### config.mk
export PLATFORM = sky130hd
export DESIGN_NAME = rpe_out_buf_flat
export DESIGN_NICKNAME = d
export VERILOG_FILES = /design/src/rtl/rpe_pkg.sv /design/src/rtl/rpe_in_if.sv /design/src/rtl/rpe_out_buf.sv /design/src/flat_wrapper.sv
export SDC_FILE = /design/constraint.sdc
export NUM_CORES = 1
export LEC_CHECK = 0
export ABC_AREA = 1
export BUFFER_PORTS_ARGS = -buffer_cell sky130_fd_sc_hd__buf_4
export CAP_MARGIN = 15
export CORE_MARGIN = 3
export CORE_UTILIZATION = 48
export CTS_CLUSTER_DIAMETER = 40
export DETAILED_ROUTE_END_ITERATION = 8
export GPL_TIMING_DRIVEN = 0
export PLACE_DENSITY = 0.81
export SLEW_MARGIN = 20
export SYNTH_ARGS = -nofsm -noshare
export SYNTH_HDL_FRONTEND = slang
export SYNTH_SLANG_ARGS = --single-unit
export TNS_END_PERCENT = 10
### constraint.sdc
create_clock -name clk -period 2.3 [get_ports clk]
set_input_delay 0.23 -clock clk [delete_from_list [all_inputs] [get_ports clk]]
set_output_delay 0.23 -clock clk [all_outputs]
set_load 0.005 [all_outputs]
### src/rtl/rpe_pkg.sv
// Shared types and constants for the paletted RLE to 16-bit RLE converter.
// No dependencies; every other file of the block imports this package.
`timescale 1ns / 1ps
`default_nettype none

package rpe_pkg;

    // Size of the palette store and largest supported image height.
    localparam int PALETTE_ENTRIES = 256;
    localparam int MAX_DIM         = 4096;

    localparam int PAL_IDX_W = (PALETTE_ENTRIES > 1) ? $clog2(PALETTE_ENTRIES) : 1;
    localparam int ROW_W     = $clog2(MAX_DIM);
    // Width used when comparing row counts against the clamped height.
    localparam int CMP_W     = (ROW_W + 1 > 14) ? ROW_W + 1 : 14;

    localparam int COL_W     = 13;
    localparam int CFG_IDX_W = 3;
    localparam int CFG_DAT_W = 13;

    // Input operation codes.
    localparam logic OP_PALETTE_LOAD = 1'b0;
    localparam logic OP_STREAM_BYTE  = 1'b1;

    // Bit of a token byte that marks a skip.
    localparam int TOKEN_SKIP_BIT = 7;

    typedef enum logic [CFG_IDX_W-1:0] {
        CFG_RED_DOWN     = 3'd0,
        CFG_RED_UP       = 3'd1,
        CFG_GREEN_DOWN   = 3'd2,
        CFG_GREEN_UP     = 3'd3,
        CFG_BLUE_DOWN    = 3'd4,
        CFG_IMAGE_WIDTH  = 3'd5,
        CFG_IMAGE_HEIGHT = 3'd6
    } cfg_idx_t;

    typedef struct packed {
        logic [3:0] red_down;
        logic [3:0] red_up;
        logic [3:0] green_down;
        logic [3:0] green_up;
        logic [3:0] blue_down;
    } shift_cfg_t;

    // Decision of the run parser for the byte being accepted.
    typedef struct packed {
        logic is_pixel;
        logic fin;
    } run_item_t;

    // One entry handed to the output buffer: one or two bytes.
    typedef struct packed {
        logic       two_bytes;
        logic [7:0] byte0;
        logic [7:0] byte1;
        logic       last;
    } out_entry_t;

endpackage

`default_nettype wire

### src/rtl/rpe_in_if.sv
// Valid/ready channel interfaces for the converter: input items, output
// words and configuration writes. Depends on rpe_pkg.
`timescale 1ns / 1ps
`default_nettype none


interface rpe_out_if;
    logic       valid;
    logic       ready;
    logic [7:0] out_byte;
    logic       last;

    modport source (output valid, out_byte, last, input ready);
    modport sink   (input valid, out_byte, last, output ready);
endinterface


`default_nettype wire

### src/rtl/rpe_out_buf.sv
// Output buffer: holds one entry of one or two words and presents them on
// the output channel one per cycle while the receiver is ready. Depends on rpe_pkg and rpe_out_if.
`timescale 1ns / 1ps
`default_nettype none

module rpe_out_buf
    import rpe_pkg::*;
(
    input  wire logic      clk,
    input  wire logic      rst_n,
    input  wire logic      load,
    input  wire out_entry_t entry,
    output logic           free,
    rpe_out_if.source      out_ch
);

    logic       cur_valid_reg;
    logic       nxt_valid_reg;
    logic [7:0] cur_byte_reg;
    logic       cur_last_reg;
    logic [7:0] nxt_byte_reg;
    logic       nxt_last_reg;
    logic       pop;

    assign pop  = cur_valid_reg && out_ch.ready;
    assign free = !cur_valid_reg || (pop && !nxt_valid_reg);

    assign out_ch.valid    = cur_valid_reg;
    assign out_ch.out_byte = cur_byte_reg;
    assign out_ch.last     = cur_last_reg;

    always_ff @(posedge clk or negedge rst_n)
    begin
        if (!rst_n)
        begin
            cur_valid_reg <= 1'b0;
            nxt_valid_reg <= 1'b0;
        end
        else if (load)
        begin
            cur_valid_reg <= 1'b1;
            nxt_valid_reg <= entry.two_bytes;
        end
        else if (pop)
        begin
            cur_valid_reg <= nxt_valid_reg;
            nxt_valid_reg <= 1'b0;
        end
    end

    always_ff @(posedge clk)
    begin
        if (load)
        begin
            cur_byte_reg <= entry.byte0;
            cur_last_reg <= entry.two_bytes ? 1'b0 : entry.last;
            nxt_byte_reg <= entry.byte1;
            nxt_last_reg <= entry.last;
        end
        else if (pop)
        begin
            cur_byte_reg <= nxt_byte_reg;
            cur_last_reg <= nxt_last_reg;
        end
    end

    a_nxt_needs_cur: assert property (@(posedge clk) disable iff (!rst_n)
        nxt_valid_reg |-> cur_valid_reg)
        else $error("second word held without a first word");

    a_no_overwrite: assert property (@(posedge clk) disable iff (!rst_n)
        load |-> free)
        else $error("output buffer loaded while still holding words");

endmodule

`default_nettype wire
### src/flat_wrapper.sv
// flat-port wrapper written by rule: the top's interface ports become plain ports
module rpe_out_buf_flat import rpe_pkg::*;
  (clk, rst_n, load, entry, free, out_ch_valid, out_ch_out_byte, out_ch_last, out_ch_ready);
  rpe_out_if out_ch_i ();
  input  wire logic clk;
  input  wire logic rst_n;
  input  wire logic load;
  input  wire out_entry_t entry;
  output logic free;
  output wire logic [$bits(out_ch_i.valid)-1:0] out_ch_valid;
  output wire logic [$bits(out_ch_i.out_byte)-1:0] out_ch_out_byte;
  output wire logic [$bits(out_ch_i.last)-1:0] out_ch_last;
  input wire logic [$bits(out_ch_i.ready)-1:0] out_ch_ready;
  assign out_ch_valid = out_ch_i.valid;
  assign out_ch_out_byte = out_ch_i.out_byte;
  assign out_ch_last = out_ch_i.last;
  assign out_ch_i.ready = out_ch_ready;
  rpe_out_buf u_core (.clk(clk), .rst_n(rst_n), .load(load), .entry(entry), .free(free), .out_ch(out_ch_i));
endmodule
## Yosys cells after proc, flatten, opt, wreduce, memory -nomap -nowiden

Cells that the tools add are included.

| operators by class | value |
|---|---|
| multiplexer cells | 9 |
| reductions and logical operators | 6 |

Operator list:

| kind | count |
|---|---|
| $mux 8 | 2 |
| $mux 1 | 7 |
| $logic_and 1x1->1 | 2 |
| $logic_not 1->1 | 2 |
| $reduce_bool 2->1 | 1 |
| $logic_or 1x1->1 | 1 |

| word-level totals | value |
|---|---|
| register bits | 20 |
| input bits | 22 |
| output and inout bits | 11 |
| logic and storage cells | 21 |

## Depth between registers and ports, before layout

| logic depth | value |
|---|---|
| depth after elaboration | 3 |
| depth in mapped cells | 4 |
| mapped depth without buffers | 4 |

## Worst setup path before layout

No wires, ideal clock.

| timing | value |
|---|---|
| kind | flip-flop to flip-flop |
| from | register u_core.cur_valid_reg, in the netlist u_core.out_ch.valid |
| to | register u_core.cur_last_reg, in the netlist u_core.out_ch.last, enable pin |
| setup time | 0.334 ns |
| arrival time | 0.646 ns |
| required time | 1.966 ns |
| setup slack | 1.320 ns |
| stages on the path, launching flop included | 3 |
| buffers on the path | 0 |
| period minus slack after synthesis | 0.980 ns |
| cell sequence | dfrtp_1 -> nand2_1 -> nand2_1 |

| on the way | value |
|---|---|
| cells in the longest elaborated chain, start to end | 2 |

RTL lines:

| item | RTL line | RTL |
|---|---|---|
| from (decl) | rpe_out_buf.sv:17 | `logic cur_valid_reg;` |
| from (signal assigned) | rpe_out_buf.sv:46 | `cur_valid_reg <= nxt_valid_reg;` |
| $logic_and 1x1->1 | rpe_out_buf.sv:25 | `assign pop = cur_valid_reg && out_ch.ready;` |
| $reduce_bool 2->1 (no line) | - |  |
| to (signal assigned) | rpe_out_buf.sv:56 | `cur_last_reg <= entry.two_bytes ? 1'b0 : entry.last;` |
| to (signal assigned) | rpe_out_buf.sv:63 | `cur_last_reg <= nxt_last_reg;` |
| to (decl) | rpe_out_buf.sv:20 | `logic cur_last_reg;` |

No other way between the ends.
A chain may end at the register's enable or synchronous reset.

## Final worst setup path

| timing | value |
|---|---|
| from | register u_core.nxt_valid_reg |
| to | output port free |

| on the way | value |
|---|---|
| cells in the longest elaborated chain, start to end | 3 |

RTL lines:

| item | RTL line | RTL |
|---|---|---|
| from (decl) | rpe_out_buf.sv:18 | `logic nxt_valid_reg;` |
| from (signal assigned) | rpe_out_buf.sv:42 | `nxt_valid_reg <= entry.two_bytes;` |
| $logic_not 1->1 | rpe_out_buf.sv:26 | `assign free = !cur_valid_reg \|\| (pop && !nxt_valid_reg);` |
| $logic_and 1x1->1 | rpe_out_buf.sv:26 |  |
| $logic_or 1x1->1 | rpe_out_buf.sv:26 |  |
| to (decl) | flat_wrapper.sv:9 | `output logic free;` |

No other way between the ends.

==> flow_metrics.py <==
metrics = {
    "flow_run": {
        "maxCapViolations": 0,
    },
    "sta": {
        "relSlewSlack": 0.753,
        "worst_slew_pin_slew_ns": 0.369,
        "rsz0062_at_grt": "no",
        "fmax_mhz": 833,
        "slew_violations": 0,
        "min_period_ns": 1.20,
        "finalCritPeriodShare": 0.522,
        "setup_tns_ns": 0,
        "finalClockSkew_ns": 0.00162,
        "setup_ws_ns": 1.10,
        "finalHoldViolations": 0,
        "setup_viol": 0,
    },
    "place": {
        "pre_cts_slack_ns": 1.02,
        "portBuffers": 32,
        "place_hpwl_um": 1160,
        "place_congestion": 0.672,
    },
    "floorplan": {
        "die_h_um": 45.7,
        "dieWidth_um": 45.7,
        "die-area_um2": 2090,
        "ioPinCount": 33,
        "core_area_um2": 1380,
        "initial_core_util": 0.548,
        "rows": 13,
    },
    "routing": {
        "drtPass1Iterations": 4,
        "wl_um": 1440,
        "drtAntennaViolNets": 0,
        "first_iter_violations": 12,
        "vias": 503,
        "drc": 0,
        "wl_per_cell_um": 12.9,
        "vias_per_cell": 4.53,
    },
    "worst_setup_path": {
        "cp-end-kind": "output pin",
        "r2r-end": "u_core.out_ch.out_byte[3]",
        "crit_path_start_kind": "flop",
        "path_class": "reg2out",
        "timing.rr.start": "u_core.out_ch.valid",
        "rrSetupSlack_ns": 1.22,
        "crit_fanout": 2,
        "crit_start": "u_core.nxt_valid_reg",
        "cp_data_required_time_ns": 2.07,
        "r2r_cells": 2,
        "arrival_ns": 0.97,
        "critPathCapture": "free",
    },
    "synthesis": {
        "syn-cell-area_um2": 758,
        "synth_top_area_cell": "edfxtp_1",
        "syn-num-nets": 81,
        "ys_seq_area_frac": 0.779,
        "syn_inst": 59,
        "ys_ff_latch": 20,
        "avgSynthCellArea_um2": 12.9,
        "synth_top_cell_area_share": 0.713,
        "yosys-top-cells-area": "edfxtp_1 71%, nand2_1 16%, dfrtp_1 6.6%, buf_6 3.0%, o21ai_2 1.2%",
        "yosys.cell_types.count": 7,
        "yosysWarnings": 0,
    },
    "clocking": {
        "clk_latency_ns": 0.28,
        "cts_sinks": 20,
        "cts_resized": 0,
        "cts.clk_slew.worst_paths_ns": 0.11,
        "numCtsBuffers": 3,
        "cts_root_buffer": "clkbuf_4",
        "cts_tree": "yes",
        "cts_buffer_depth": 2,
        "h-tree-depth": 1,
    },
    "final_layout": {
        "area_growth_syn_to_layout_pct": 38.9,
        "drive_gt1_frac": 0.396,
        "mostFrequentLayoutCells": "33 x nand2_1, 32 x buf_4, 18 x edfxtp_1",
        "multi_input_area_um2": 138,
        "mostFrequentLayoutCell": "nand2_1",
        "fillers": 92,
        "post-route-util": 0.762,
        "nNetsFinal": 119,
        "diodes": 0,
        "final-seq-area_um2": 591,
    },
    "worst_hold_path": {
        "hp-class": "in2reg",
    },
    "run_status": {
        "status": "complete, no violations",
    },
    "global_route": {
        "grt.total_usage": 0.152,
        "antenna_found_initial": 0,
        "first_global_vias": 507,
        "grt_pass1_wl_um": 2200,
        "grt_max_degree": 12,
        "grt_overflow": 0,
    },
    "power": {
        "p_per_area_nw_per_um2": 670,
        "leakage_uw": 0.000498,
        "ir_worst_vdd_mv": 0.420,
    },
}
what timing repair did:
item | in CTS | in global routing
endpoints found under the setup margin | 0 | 0
hold buffers | 1 | 0
setup buffers | 0 | 0
hold endpoints to repair | 2 | 0
power by group:
group	total [uW]	leakage [uW]	internal, uW	switching [uW]
logic	97.6	0.000280	57.6	40.0
clock network	165	0.0000150	67.3	97.3
registers	444	0.000203	433	10.2
total	706	0.000498	558	148
how the worst min path moves through the flow:
stage / start / endpoint / cells past startpoint
after global routing: entry[1] / u_core.nxt_byte_reg[0] / 1
after global placement: rst_n / u_core.out_ch.valid / 1
after detailed placement: rst_n / u_core.out_ch.valid / 1
final: entry[3] / u_core.nxt_byte_reg[2] / 1
after floorplan: rst_n / u_core.nxt_valid_reg / 0
after CTS: entry[1] / u_core.nxt_byte_reg[0] / 1
layer usage:
| metal | track usage | routed length, um | up-vias |
|---|---|---|---|
| li1 | - | - | 268 |
| met5 | 0 | 0 | - |
| met1 | 0.161 | 478 | 218 |
| met3 | 0.0277 | 100 | 2 |
| met2 | 0.295 | 846 | 15 |
| met4 | 0.0511 | 12 | 0 |
synth_stat cells, drive strengths merged:
cell,number
edfxtp,18
dfrtp,2
buf,2
nand2,33
nand3,1
o21ai,1
inv,2
kinds of logic after synthesis:
family                 Yosys count  synth area share
AO/OA/AOI/OAI                    1            0.0116
buffers and inverters            4            0.0396
flip-flops                      20             0.779
AND/OR/NAND/NOR                 34             0.170
worst max-delay path, stage by stage (launching register included):
cell,delay (ns)
dfrtp_1,0.40
inv_1,0.06
nand2_1,0.04
nand2_1,0.07
buf_4,0.11
stage by stage:
step | area, um2 | power, uW | std cells | hold slack, ns
after global routing | 1050 | 741 | 111 | 0.0943
after CTS | 1050 | 712 | 111 | 0.108
final | 1050 | 706 | 111 | 0.111
after global placement | 1020 | 544 | 106 | 0.0137
after floorplan | 758 | 480 | 59 | -0.0656
after detailed placement | 1020 | 550 | 106 | 0.0139
area by class of cell:
cell class | count | share of cell area
Tap cell | 15 | 0.0178
Inverter | 2 | 0.00713
Sequential cell | 20 | 0.561
Clock buffer | 4 | 0.0249
Buffer | 2 | 0.0214
Multi-Input combinational cell | 35 | 0.131
Timing Repair Buffer | 33 | 0.238
Power figures use the tool's default switching activity.
