File: config.mk
export PLATFORM = sky130hd
export DESIGN_NAME = rpe_run_ctrl
export DESIGN_NICKNAME = d
export VERILOG_FILES = /design/src/rtl/rpe_pkg.sv /design/src/rtl/rpe_run_ctrl.sv
export SDC_FILE = /design/constraint.sdc
export NUM_CORES = 1
export LEC_CHECK = 0
export ABC_AREA = 1
export BUFFER_PORTS_ARGS = -buffer_cell sky130_fd_sc_hd__buf_4
export CAP_MARGIN = 25
export CORE_UTILIZATION = 40
export CTS_CLUSTER_SIZE = 12
export DETAILED_ROUTE_END_ITERATION = 6
export GPL_TIMING_DRIVEN = 0
export PLACE_DENSITY = 0.62
export SYNTH_ARGS = -nofsm -noshare
export SYNTH_HDL_FRONTEND = slang
export SYNTH_SLANG_ARGS = --single-unit
File: constraint.sdc
create_clock -name clk -period 6.11 [get_ports clk]
set_input_delay 0.3055 -clock clk [delete_from_list [all_inputs] [get_ports clk]]
set_output_delay 0.3055 -clock clk [all_outputs]
set_load 0.05 [all_outputs]
File: src/rtl/rpe_pkg.sv
// Shared types and constants for the paletted RLE to 16-bit RLE converter.
// No dependencies; every other file of the block imports this package.
`timescale 1ns / 1ps
`default_nettype none

package rpe_pkg;

    // Size of the palette store and largest supported image height.
    localparam int PALETTE_ENTRIES = 256;
    localparam int MAX_DIM         = 4096;

    localparam int PAL_IDX_W = (PALETTE_ENTRIES > 1) ? $clog2(PALETTE_ENTRIES) : 1;
    localparam int ROW_W     = $clog2(MAX_DIM);
    // Width used when comparing row counts against the clamped height.
    localparam int CMP_W     = (ROW_W + 1 > 14) ? ROW_W + 1 : 14;

    localparam int COL_W     = 13;
    localparam int CFG_IDX_W = 3;
    localparam int CFG_DAT_W = 13;

    // Input operation codes.
    localparam logic OP_PALETTE_LOAD = 1'b0;
    localparam logic OP_STREAM_BYTE  = 1'b1;

    // Bit of a token byte that marks a skip.
    localparam int TOKEN_SKIP_BIT = 7;

    typedef enum logic [CFG_IDX_W-1:0] {
        CFG_RED_DOWN     = 3'd0,
        CFG_RED_UP       = 3'd1,
        CFG_GREEN_DOWN   = 3'd2,
        CFG_GREEN_UP     = 3'd3,
        CFG_BLUE_DOWN    = 3'd4,
        CFG_IMAGE_WIDTH  = 3'd5,
        CFG_IMAGE_HEIGHT = 3'd6
    } cfg_idx_t;

    typedef struct packed {
        logic [3:0] red_down;
        logic [3:0] red_up;
        logic [3:0] green_down;
        logic [3:0] green_up;
        logic [3:0] blue_down;
    } shift_cfg_t;

    // Decision of the run parser for the byte being accepted.
    typedef struct packed {
        logic is_pixel;
        logic fin;
    } run_item_t;

    // One entry handed to the output buffer: one or two bytes.
    typedef struct packed {
        logic       two_bytes;
        logic [7:0] byte0;
        logic [7:0] byte1;
        logic       last;
    } out_entry_t;

endpackage

`default_nettype wire

File: src/rtl/rpe_run_ctrl.sv
// Run parser: tracks token/literal state, the column and the row of the
// image, and flags the word that ends the image. Depends on rpe_pkg.
`timescale 1ns / 1ps
`default_nettype none

module rpe_run_ctrl
    import rpe_pkg::*;
(
    input  wire logic                 clk,
    input  wire logic                 rst_n,
    input  wire logic                 step,
    input  wire logic [7:0]           data_byte,
    input  wire logic [CFG_DAT_W-1:0] image_width,
    input  wire logic [CFG_DAT_W-1:0] image_height,
    output run_item_t                 item
);

    logic             expect_token_reg, expect_token_next;
    logic [6:0]       run_remaining_reg, run_remaining_next;
    logic [6:0]       run_length_reg, run_length_next;
    logic [COL_W-1:0] column_pos_reg, column_pos_next;
    logic [ROW_W-1:0] row_count_reg, row_count_next;

    logic             adv_en;
    logic [6:0]       adv_count;
    logic [6:0]       rem_dec;
    logic [COL_W:0]   col_sum;
    logic [COL_W-1:0] col_sat;
    logic             row_end;
    logic [ROW_W:0]   row_inc;
    logic [CMP_W-1:0] h_eff;
    logic             fin;

    always_comb
    begin
        expect_token_next  = expect_token_reg;
        run_remaining_next = run_remaining_reg;
        run_length_next    = run_length_reg;
        adv_en             = 1'b0;
        adv_count          = 7'd0;
        rem_dec            = run_remaining_reg - 7'd1;
        if (expect_token_reg)
        begin
            if (data_byte[TOKEN_SKIP_BIT] || (data_byte[6:0] == 7'd0))
            begin
                adv_en    = 1'b1;
                adv_count = data_byte[6:0];
            end
            else
            begin
                expect_token_next  = 1'b0;
                run_remaining_next = data_byte[6:0];
                run_length_next    = data_byte[6:0];
            end
        end
        else
        begin
            run_remaining_next = rem_dec;
            if (rem_dec == 7'd0)
            begin
                expect_token_next = 1'b1;
                adv_en            = 1'b1;
                adv_count         = run_length_reg;
                run_length_next   = 7'd0;
            end
        end
    end

    // Column advance with saturation, then the row and image end checks.
    always_comb
    begin
        col_sum = {1'b0, column_pos_reg} + (COL_W + 1)'(adv_count);
        col_sat = col_sum[COL_W] ? {COL_W{1'b1}} : col_sum[COL_W-1:0];
        row_end = (({1'b0, col_sat} + (COL_W + 1)'(1)) >= (COL_W + 1)'(image_width));
        row_inc = {1'b0, row_count_reg} + (ROW_W + 1)'(1);
        h_eff   = CMP_W'(image_height);
        if (h_eff == '0)
        begin
            h_eff = CMP_W'(1);
        end
        if (h_eff > CMP_W'(MAX_DIM))
        begin
            h_eff = CMP_W'(MAX_DIM);
        end
        fin = adv_en && row_end && (CMP_W'(row_inc) >= h_eff);

        column_pos_next = column_pos_reg;
        row_count_next  = row_count_reg;
        if (adv_en)
        begin
            column_pos_next = row_end ? '0 : col_sat;
            if (row_end)
            begin
                row_count_next = fin ? '0 : row_inc[ROW_W-1:0];
            end
        end
    end

    assign item.is_pixel = !expect_token_reg;
    assign item.fin      = fin;

    always_ff @(posedge clk or negedge rst_n)
    begin
        if (!rst_n)
        begin
            expect_token_reg  <= 1'b1;
            run_remaining_reg <= '0;
            run_length_reg    <= '0;
            column_pos_reg    <= '0;
            row_count_reg     <= '0;
        end
        else if (step)
        begin
            expect_token_reg  <= expect_token_next;
            run_remaining_reg <= run_remaining_next;
            run_length_reg    <= run_length_next;
            column_pos_reg    <= column_pos_next;
            row_count_reg     <= row_count_next;
        end
    end

    // Inside a literal run at least one index byte is always still owed.
    a_run_nonzero: assert property (@(posedge clk) disable iff (!rst_n)
        !expect_token_reg |-> (run_remaining_reg != 7'd0))
        else $error("literal run active with no bytes remaining");

endmodule

`default_nettype wire

=== Yosys cells after proc, flatten, opt, wreduce, memory -nomap -nowiden ===
Index checks and enable logic that the tools add are counted.

* Word-level logic and storage cells: 40
* Output and inout port bits: 2
* Bits in registers: 40
* Input port bits: 37

* Reductions and logical operators: 12
* Muxes and demuxes: 15
* Magnitude comparators: 3
* Equal/unequal tests: 1
* Add/subtract/negate cells: 4

{| class="wikitable"
|+ Operators by type and width
! kind !! count
|-
| $mux W7 || 7
|-
| $mux W13 || 3
|-
| $add A13 B1 Y14 const B || 1
|-
| $add A13 B7 Y14 || 1
|-
| $ge A13 B14 Y1 || 1
|-
| $ge A14 B13 Y1 || 1
|-
| $gt A14 B13 Y1 const B || 1
|-
| $logic_not A7 Y1 || 2
|-
| $mux W14 || 1
|-
| $add A12 B1 Y13 const B || 1
|-
| $logic_not A13 Y1 || 1
|-
| $mux W12 || 1
|-
| $sub A7 B1 Y7 const B || 1
|-
| $reduce_and A3 Y1 || 2
|-
| $reduce_and A2 Y1 || 2
|-
| $mux W1 || 3
|-
| $logic_and A1 B1 Y1 || 2
|-
| $ne A2 B2 Y1 const B || 1
|-
| $reduce_bool A2 Y1 || 1
|-
| $logic_not A1 Y1 || 1
|-
| $logic_or A1 B1 Y1 || 1
|}

=== Depth between registers and ports, before layout ===
Gate-level depths: netlist (run 1).

* Word-level depth: 11
* Mapped depth: 38
* Depth with buffers taken out: 37

=== Least setup slack after synthesis (run 1) ===
No wires, ideal clock.

* Path kind: register to output
* Start point: register run_remaining_reg[0]
* End point: output port item[0] (netlist name)
* Stages on the path, launching flop included: 37
* Data required time: 5804 ps
* Arrival time: 4483 ps
* Path slack: 1321 ps
* Cell sequence: dfrtp_1 > inv_1 > ha_1 > nand2_1 > nor3_1 > xnor2_1 > nand3_1 > nor2_2 > inv_2 > o22ai_1 > ha_1 > a21oi_1 > nand2_1 > nand2_2 > nand2_4 > nand2_1 > nor2_1 > nor2_1 > inv_1 > ha_1 > nand2_1 > nor2_1 > nand2_1 > nor2_1 > xnor2_1 > inv_1 > ha_1 > nand2_1 > nor2_1 > a211oi_1 > nand2_1 > nand2_1 > nand3_4 > buf_6 > nand2_1 > inv_1 > buf_4

* Longest elaborated chain between the ends: 10
* Elaborated cells on any way between the ends: 12

{| class="wikitable"
|+ Ends and longest elaborated chain
! what !! line !! source
|-
| from (decl) || rpe_run_ctrl.sv:19 || <nowiki>logic [6:0] run_remaining_reg, run_remaining_next;</nowiki>
|-
| from (signal assigned) || rpe_run_ctrl.sv:115 || <nowiki>run_remaining_reg <= run_remaining_next;</nowiki>
|-
| $sub A7 B1 Y7 * || rpe_run_ctrl.sv:41 || <nowiki>rem_dec = run_remaining_reg - 7'd1;</nowiki>
|-
| $logic_not A7 Y1 * || rpe_run_ctrl.sv:59 || <nowiki>if (rem_dec == 7'd0)</nowiki>
|-
| $mux W7 || rpe_run_ctrl.sv:59 ||
|-
| $mux W7 || rpe_run_ctrl.sv:42 || <nowiki>if (expect_token_reg)</nowiki>
|-
| $add A13 B7 Y14 || rpe_run_ctrl.sv:72 || <nowiki>col_sum = {1'b0, column_pos_reg} + (COL_W + 1)'(adv_count);</nowiki>
|-
| $mux W13 || rpe_run_ctrl.sv:73 || <nowiki>col_sat = col_sum[COL_W] ? {COL_W{1'b1}} : col_sum[COL_W-1:0];</nowiki>
|-
| $add A13 B1 Y14 || rpe_run_ctrl.sv:74 || <nowiki>row_end = (({1'b0, col_sat} + (COL_W + 1)'(1)) >= (COL_W + 1)'(image_width));</nowiki>
|-
| $ge A14 B13 Y1 || rpe_run_ctrl.sv:74 ||
|-
| $logic_and A1 B1 Y1 * (2 in a row) || rpe_run_ctrl.sv:85 || <nowiki>fin = adv_en && row_end && (CMP_W'(row_inc) >= h_eff);</nowiki>
|-
| to (decl) || rpe_run_ctrl.sv:15 || <nowiki>output run_item_t item</nowiki>
|}

Every way passes the cells marked *; elsewhere a longest branch is shown, timed or not.

=== Worst setup path in the final report (run 1) ===
Ends and elaborated chain as after synthesis.

==> impl_results.md, run 1 <==
- Status: complete, but fails checks
- Violations in the final reports: negative hold slack
- Syn Area/Cell: 7.04 µm²
- FF+latch count, synth: 40
- DRC viols: 0
- Clock latency on the worst-skew pair: 0.29 ns
- CP startpoint: run_remaining_reg[0]
- Most frequent cells in the layout: nand2_1, inv_1, buf_4, dfrtp_1, ha_1
- Worst path required time: around 5.8 ns
- Leading area contributor after synthesis: dfrtp_1
- Core ar.: just under 9000 µm²
- Most Frequent Cell on Critical Path: nand2_1
- Via count: 3489
- Slowest stage delay, CP: 0.40 ns
- CTS tree: yes
- Max Buffers Root-to-Sink: 2
- Nets: 652
- Critical path depth in cells: 37
- All-Layer GR Usage: 0.189
- CTS clk-pin slew, worst paths: ~0.080 ns
- Initial core utilization: 0.420
- Buf/Inv on CP: 8
- Ys async rst share: 1.00
- First-pass GRT wire length: 14900 µm
- Worst r2r path cells: 37
- Row Count: 34
- Area share of the largest cell type after synthesis: 0.263
- Die area: 9680 µm²
- Max Fclk: about 180 MHz
- Final setup viols: 0
- DP Area: 4140 µm²
- Iter 0 DRT Violations: 116
- Maximum vdd drop: 0.106 mV
- Layout Cells excl Fill: 686
- Measured slew at the worst slew-check pin: between 0.6 and 0.7 ns
- Number of global-route vias before repair: 3398
- Syn Nets: 603
- Register area share after synthesis: 0.270
- FF-to-FF End: row_count_reg[9]
- Synth warn: 0
- Slowest cell on crit path: dfrtp_1
- CP endpoint: item[0]
- PwrDens: 300 nW/µm²
- Slew HR: 0.547
- Largest register FFs: 13
- Commonest non-fill, non-tap cell in the layout: nand2_1
- Die H: 98.4 µm
- H-tree levels: 2
- Post-synth EDFFs: 0
- Post-CTS Hold Fix Bufs: 0
- Routed wire length per instance: 12.4 µm
- Layout Skew: between 0.009 and 0.01 ns
- Ant diodes: 0
- Die X: about 98 µm
- Max-slew violation count: 0
- Initial DRT Pass Iterations: 6
- Number of hold violations in the final report: 9
- Library cells used by synthesis: 42
- Crit path kind: register to output port
- Worst Setup Start Kind: register
- Clock tree sinks: 40
- Design area: 4280 µm²
- CP endpoint kind: output port
- Num CTS Buffers: 5
- HPWL after DPL: approximately 6800 µm
- MaxCap Viol Count: 0
- Period Utilization, post-route: 0.911
- Antenna violations before repair: 0
- Post-DR vias/cell: 5.09
- Dpl cells: 674
- # IOs: 39
- Dominant cells by area after synthesis: dfrtp_1, nand2_1, ha_1, inv_1, nand3_1
- CP Data Arrival Time: 5.26 ns
- WL final: approximately 8500 µm
- Crit path max fanout: 10
- Final hold slack: -0.0209 ns
- Number of port buffers: 38
- Gp weighted congestion: 0.811
- Worst min path class: primary input to async pin
- Reg-to-reg setup timing slack: 1.15 ns
- Share of cells above drive strength 1: 0.156
- P&R area growth vs syn: 15.3%
- Top delay family on crit path: simple AND/OR/NAND/NOR gates
- Main synth FF type: dfrtp_1
- RR Startpoint: run_remaining_reg[0]
- Largest net degree at the start of global routing: 41
- Synth Instances: between 500 and 600
- Antenna-violating nets left: 0
- Clock tree root driver cell: clkbuf_8
- Grt ovf: 0
- Synth Cell Area: 3710 µm²
- Period minus WS final: 5.57 ns
- Setup_tns: 0 ns
- Leakage power: 2.34 nW
==> kinds of logic after synthesis <==
logic type               count (synthesis)  share of synthesized area
AND/OR/NAND/NOR                        269                      0.335
buffers and inverters                   93                      0.103
AO/OA/AOI/OAI                           62                      0.101
flip-flops                              40                      0.270
adder cells (fa/ha/maj)                 38                      0.130
XOR/XNOR                                26                     0.0613
==> cells in the mapped netlist (4+ instances only) <==
| master | instances |
|---|---|
| o21ai_1 | 7 |
| o21ai_0 | 24 |
| nor2_1 | 36 |
| xnor2_1 | 10 |
| nand2_2 | 5 |
| nor3_1 | 6 |
| xor2_1 | 16 |
| nand2_1 | 150 |
| a21oi_1 | 9 |
| nand3_1 | 31 |
| clkbuf_1 | 4 |
| inv_1 | 79 |
| ha_1 | 37 |
| nand3_2 | 5 |
| o22ai_1 | 5 |
| dfrtp_1 | 39 |
| nand4_1 | 21 |
==> how the worst min path moves through the flow <==
stage,startpoint,endpoint,slack (ns),cells after the start
4_1_cts,rst_n,row_count_reg[5],0.01,1
3_3_place_gp,rst_n,column_pos_reg[8],0.33,1
3_5_place_dp,rst_n,column_pos_reg[8],0.33,1
6_report,rst_n,column_pos_reg[8],-0.02,1
5_1_grt,rst_n,row_count_reg[6],0.03,1
2_1_floorplan,rst_n,column_pos_reg[0],0.01,0
==> routing by layer <==
layer	up-vias	share of wire	GRT usage	wire (µm)
met5	-	0	0	0
met4	0	0.0072	0.0379	61
met3	7	0.021	0.0215	176
met2	56	0.51	0.355	4330
met1	1607	0.46	0.232	3960
li1	1819	-	-	-
==> area by class of cell <==
class | instances | area [µm²]
multi-input combinational | 395 | 2370
buffer | 12 | 78.8
sequential | 40 | 1000
clock buffer | 7 | 76.3
fill | 927 | 4570
clock inverter | 1 | 5.00
inverter | 81 | 304
tap | 108 | 135
timing repair buffer | 42 | 315
==> through the flow <==
step	util	setup slack (ns)	total power [W]
global route	0.484	-0.0147	0.00142
CTS	0.477	0.137	0.00127
global placement	0.467	0.497	0.00108
finish	0.484	0.543	0.00128
floorplan	-	1.32	0.000926
detailed placement	0.467	0.481	0.00109
==> power breakdown <==
part / internal [W] / leakage [nW] / total [W] / switching [W]
registers: 0.000344 / 0.519 / 0.000401 / 0.0000571
logic: 0.000275 / 1.78 / 0.000708 / 0.000433
clock network: 0.0000803 / 0.0422 / 0.000175 / 0.0000947
==> repair_timing <==
action / CTS / global route
endpoints found under the hold margin: 0 / 0
resized for setup: 0 / 10
setup endpoints to repair: 0 / 1
buffers inserted: 0 / 4
Note: power is estimated with default switching activity, not from simulation.
==> inputs of run 2 (changes only) <==
CORE_MARGIN = 1.5   (was not set)
==> impl_results.md, run 2 (synthesized netlist as in run 1, its figures left out) <==
- Number of global-route vias before repair: around 3.3k
- Most Frequent Cell on Critical Path: nand2_1
- Initial DRT Pass Iterations: 4
- Worst path required time: approximately 5.8 ns
- WL final: roughly 8500 µm
- Clock tree sinks: 40
- CTS clk-pin slew, worst paths: approximately 0.080 ns
- Ant diodes: 0
- Slowest cell on crit path: dfrtp_1
- Violations in the final reports: negative hold slack
- # IOs: 39
- Worst r2r path cells: 36
- Commonest non-fill, non-tap cell in the layout: nand2_1
- HPWL after DPL: 6820 µm
- Die H: 99.4 µm
- Period Utilization, post-route: 0.918
- All-Layer GR Usage: 0.183
- First-pass GRT wire length: 14800 µm
- Share of cells above drive strength 1: 0.156
- DR top layer: met4
- Met3 routed WL: 161 µm
- Die area: 9870 µm²
- Clock latency on the worst-skew pair: around 0.30 ns
- Core ar.: 8850 µm²
- Via count: 3449
- Unrepaired setup endpoints after global routing: false
- Slew HR: 0.574
- Setup_tns: 0 ns
- Number of port buffers: 38
- DRC viols: 0
- Final hold slack: -0.0173 ns
- Slowest stage delay, CP: 0.40 ns
- Initial core utilization: 0.420
- Reg-to-reg setup timing slack: 1.12 ns
- Period minus WS final: between 5 and 6 ns
- P&R area growth vs syn: 15.8%
- Largest net degree at the start of global routing: 41
- Buf/Inv on CP: 8
- Antenna-violating nets left: 0
- CP endpoint kind: output port
- Max-slew violation count: 0
- Number of fill cells: 902
- PwrDens: 306 nW/µm²
- Status: complete, but fails checks
- Crit path kind: register to output port
- Grt ovf: 0
- Clock tree root driver cell: clkbuf_8
- Worst Setup Start Kind: register
- Nets: 651
- Post-DR vias/cell: ~5.0
- Routed wire length per instance: between 10 and 15 µm
- RR Startpoint: run_remaining_reg[0]
- Gp weighted congestion: 0.838
- Largest register FFs: 13
- Final core utilization: 0.486
- MaxCap Viol Count: 0
- Number of hold violations in the final report: 16
- FF-to-FF End: row_count_reg[8]
- Post-CTS Hold Fix Bufs: 0
- Worst min path class: primary input to async pin
- Antenna violations before repair: 0
- Most frequent cells in the layout: nand2_1, inv_1, buf_4, dfrtp_1, ha_1
- Crit path max fanout: 10
- Num CTS Buffers: 5
- Measured slew at the worst slew-check pin: 0.636 ns
- H-tree levels: 2
- Leakage power: 2.35 nW
- Layout Skew: 0.00856 ns
- Top delay family on crit path: simple AND/OR/NAND/NOR gates
- Max Buffers Root-to-Sink: 2
- CP Data Arrival Time: 5.30 ns
- Wl on met1: 4080 µm
- Row Count: 34
- Final setup viols: 0
- Maximum vdd drop: 0.0978 mV
- Die X: roughly 99 µm
- WL met2: around 4200 µm
- CTS tree: yes
- Iter 0 DRT Violations: 110
- Max Fclk: 178 MHz
run 2: changes by cell type in the layout (fill, tap and decap cells not counted), sizes merged:
cell | previous run | this run
buf | 50 | 49
clkbuf | 11 | 10
bufinv | 0 | 1
run 2: area by class of cell:
cell class / count / area [µm²] / area share
Inverter: 81 / 304 / 0.0707
Buffer: 12 / 78.8 / 0.0183
Tap cell: 108 / 135 / 0.0314
Timing Repair Buffer: 41 / 308 / 0.0716
Clock buffer: 6 / 72.6 / 0.0169
Sequential cell: 40 / 1000 / 0.233
Multi-Input combinational cell: 395 / 2370 / 0.550
Clock inverter: 2 / 35.0 / 0.00814
run 2: routing by layer:
layer	GRT usage	up-vias
met3	0.0253	5
met5	0	-
li1	-	1807
met4	0.0390	0
met1	0.235	1603
met2	0.328	34
run 2: worst max-delay path by stage:
stage / start / to / slack, ns / depth (start not counted)
finish: run_remaining_reg[0] / item[0] / 0.50 / 37
global placement: run_remaining_reg[0] / item[0] / 0.50 / 37
CTS: run_remaining_reg[0] / item[0] / 0.04 / 37
floorplan: run_remaining_reg[0] / item[0] / 1.32 / 36
global route: run_remaining_reg[0] / item[0] / 0.01 / 37
detailed placement: run_remaining_reg[0] / item[0] / 0.40 / 37
run 2: worst reg2reg max path, delay by kind of cell, from the launching register on:
family          cells  cell delay, ns
buf+inv             6            0.62
simple gates       20            1.93
xor+xnor            2            0.30
flops               1            0.40
compound gates      4            0.66
fa+ha+maj           4            0.99
run 2: report_power, final:
| group | internal (W) | total, W | leakage (nW) | switching, W |
|---|---|---|---|---|
| Clock | 0.000121 | 0.000219 | 0.0552 | 0.0000972 |
| Combinational | 0.000269 | 0.000696 | 1.78 | 0.000427 |
| Sequential | 0.000344 | 0.000402 | 0.519 | 0.0000574 |
| Total | 0.000735 | 0.00132 | 2.35 | 0.000582 |
run 2: repair_timing:
action                     CTS  global route
setup endpoints to repair    0             1
buffers inserted             0             3
gates resized for setup      0            10
run 2: metrics by stage:
stage / total power, W / cells / setup WS (ns) / hold WS (ns) / cell area, µm²
6_report: 0.00132 / 685 / 0.502 / -0.0173 / 4300
3_5_place_dp: 0.00109 / 674 / 0.399 / 0.326 / 4140
4_1_cts: 0.00132 / 682 / 0.0438 / 0.00100 / 4240
5_1_grt: 0.00146 / 685 / 0.0116 / 0.0225 / 4300
3_3_place_gp: 0.00108 / 674 / 0.501 / 0.329 / 4140
2_1_floorplan: 0.000926 / 528 / 1.32 / 0.00991 / 3710
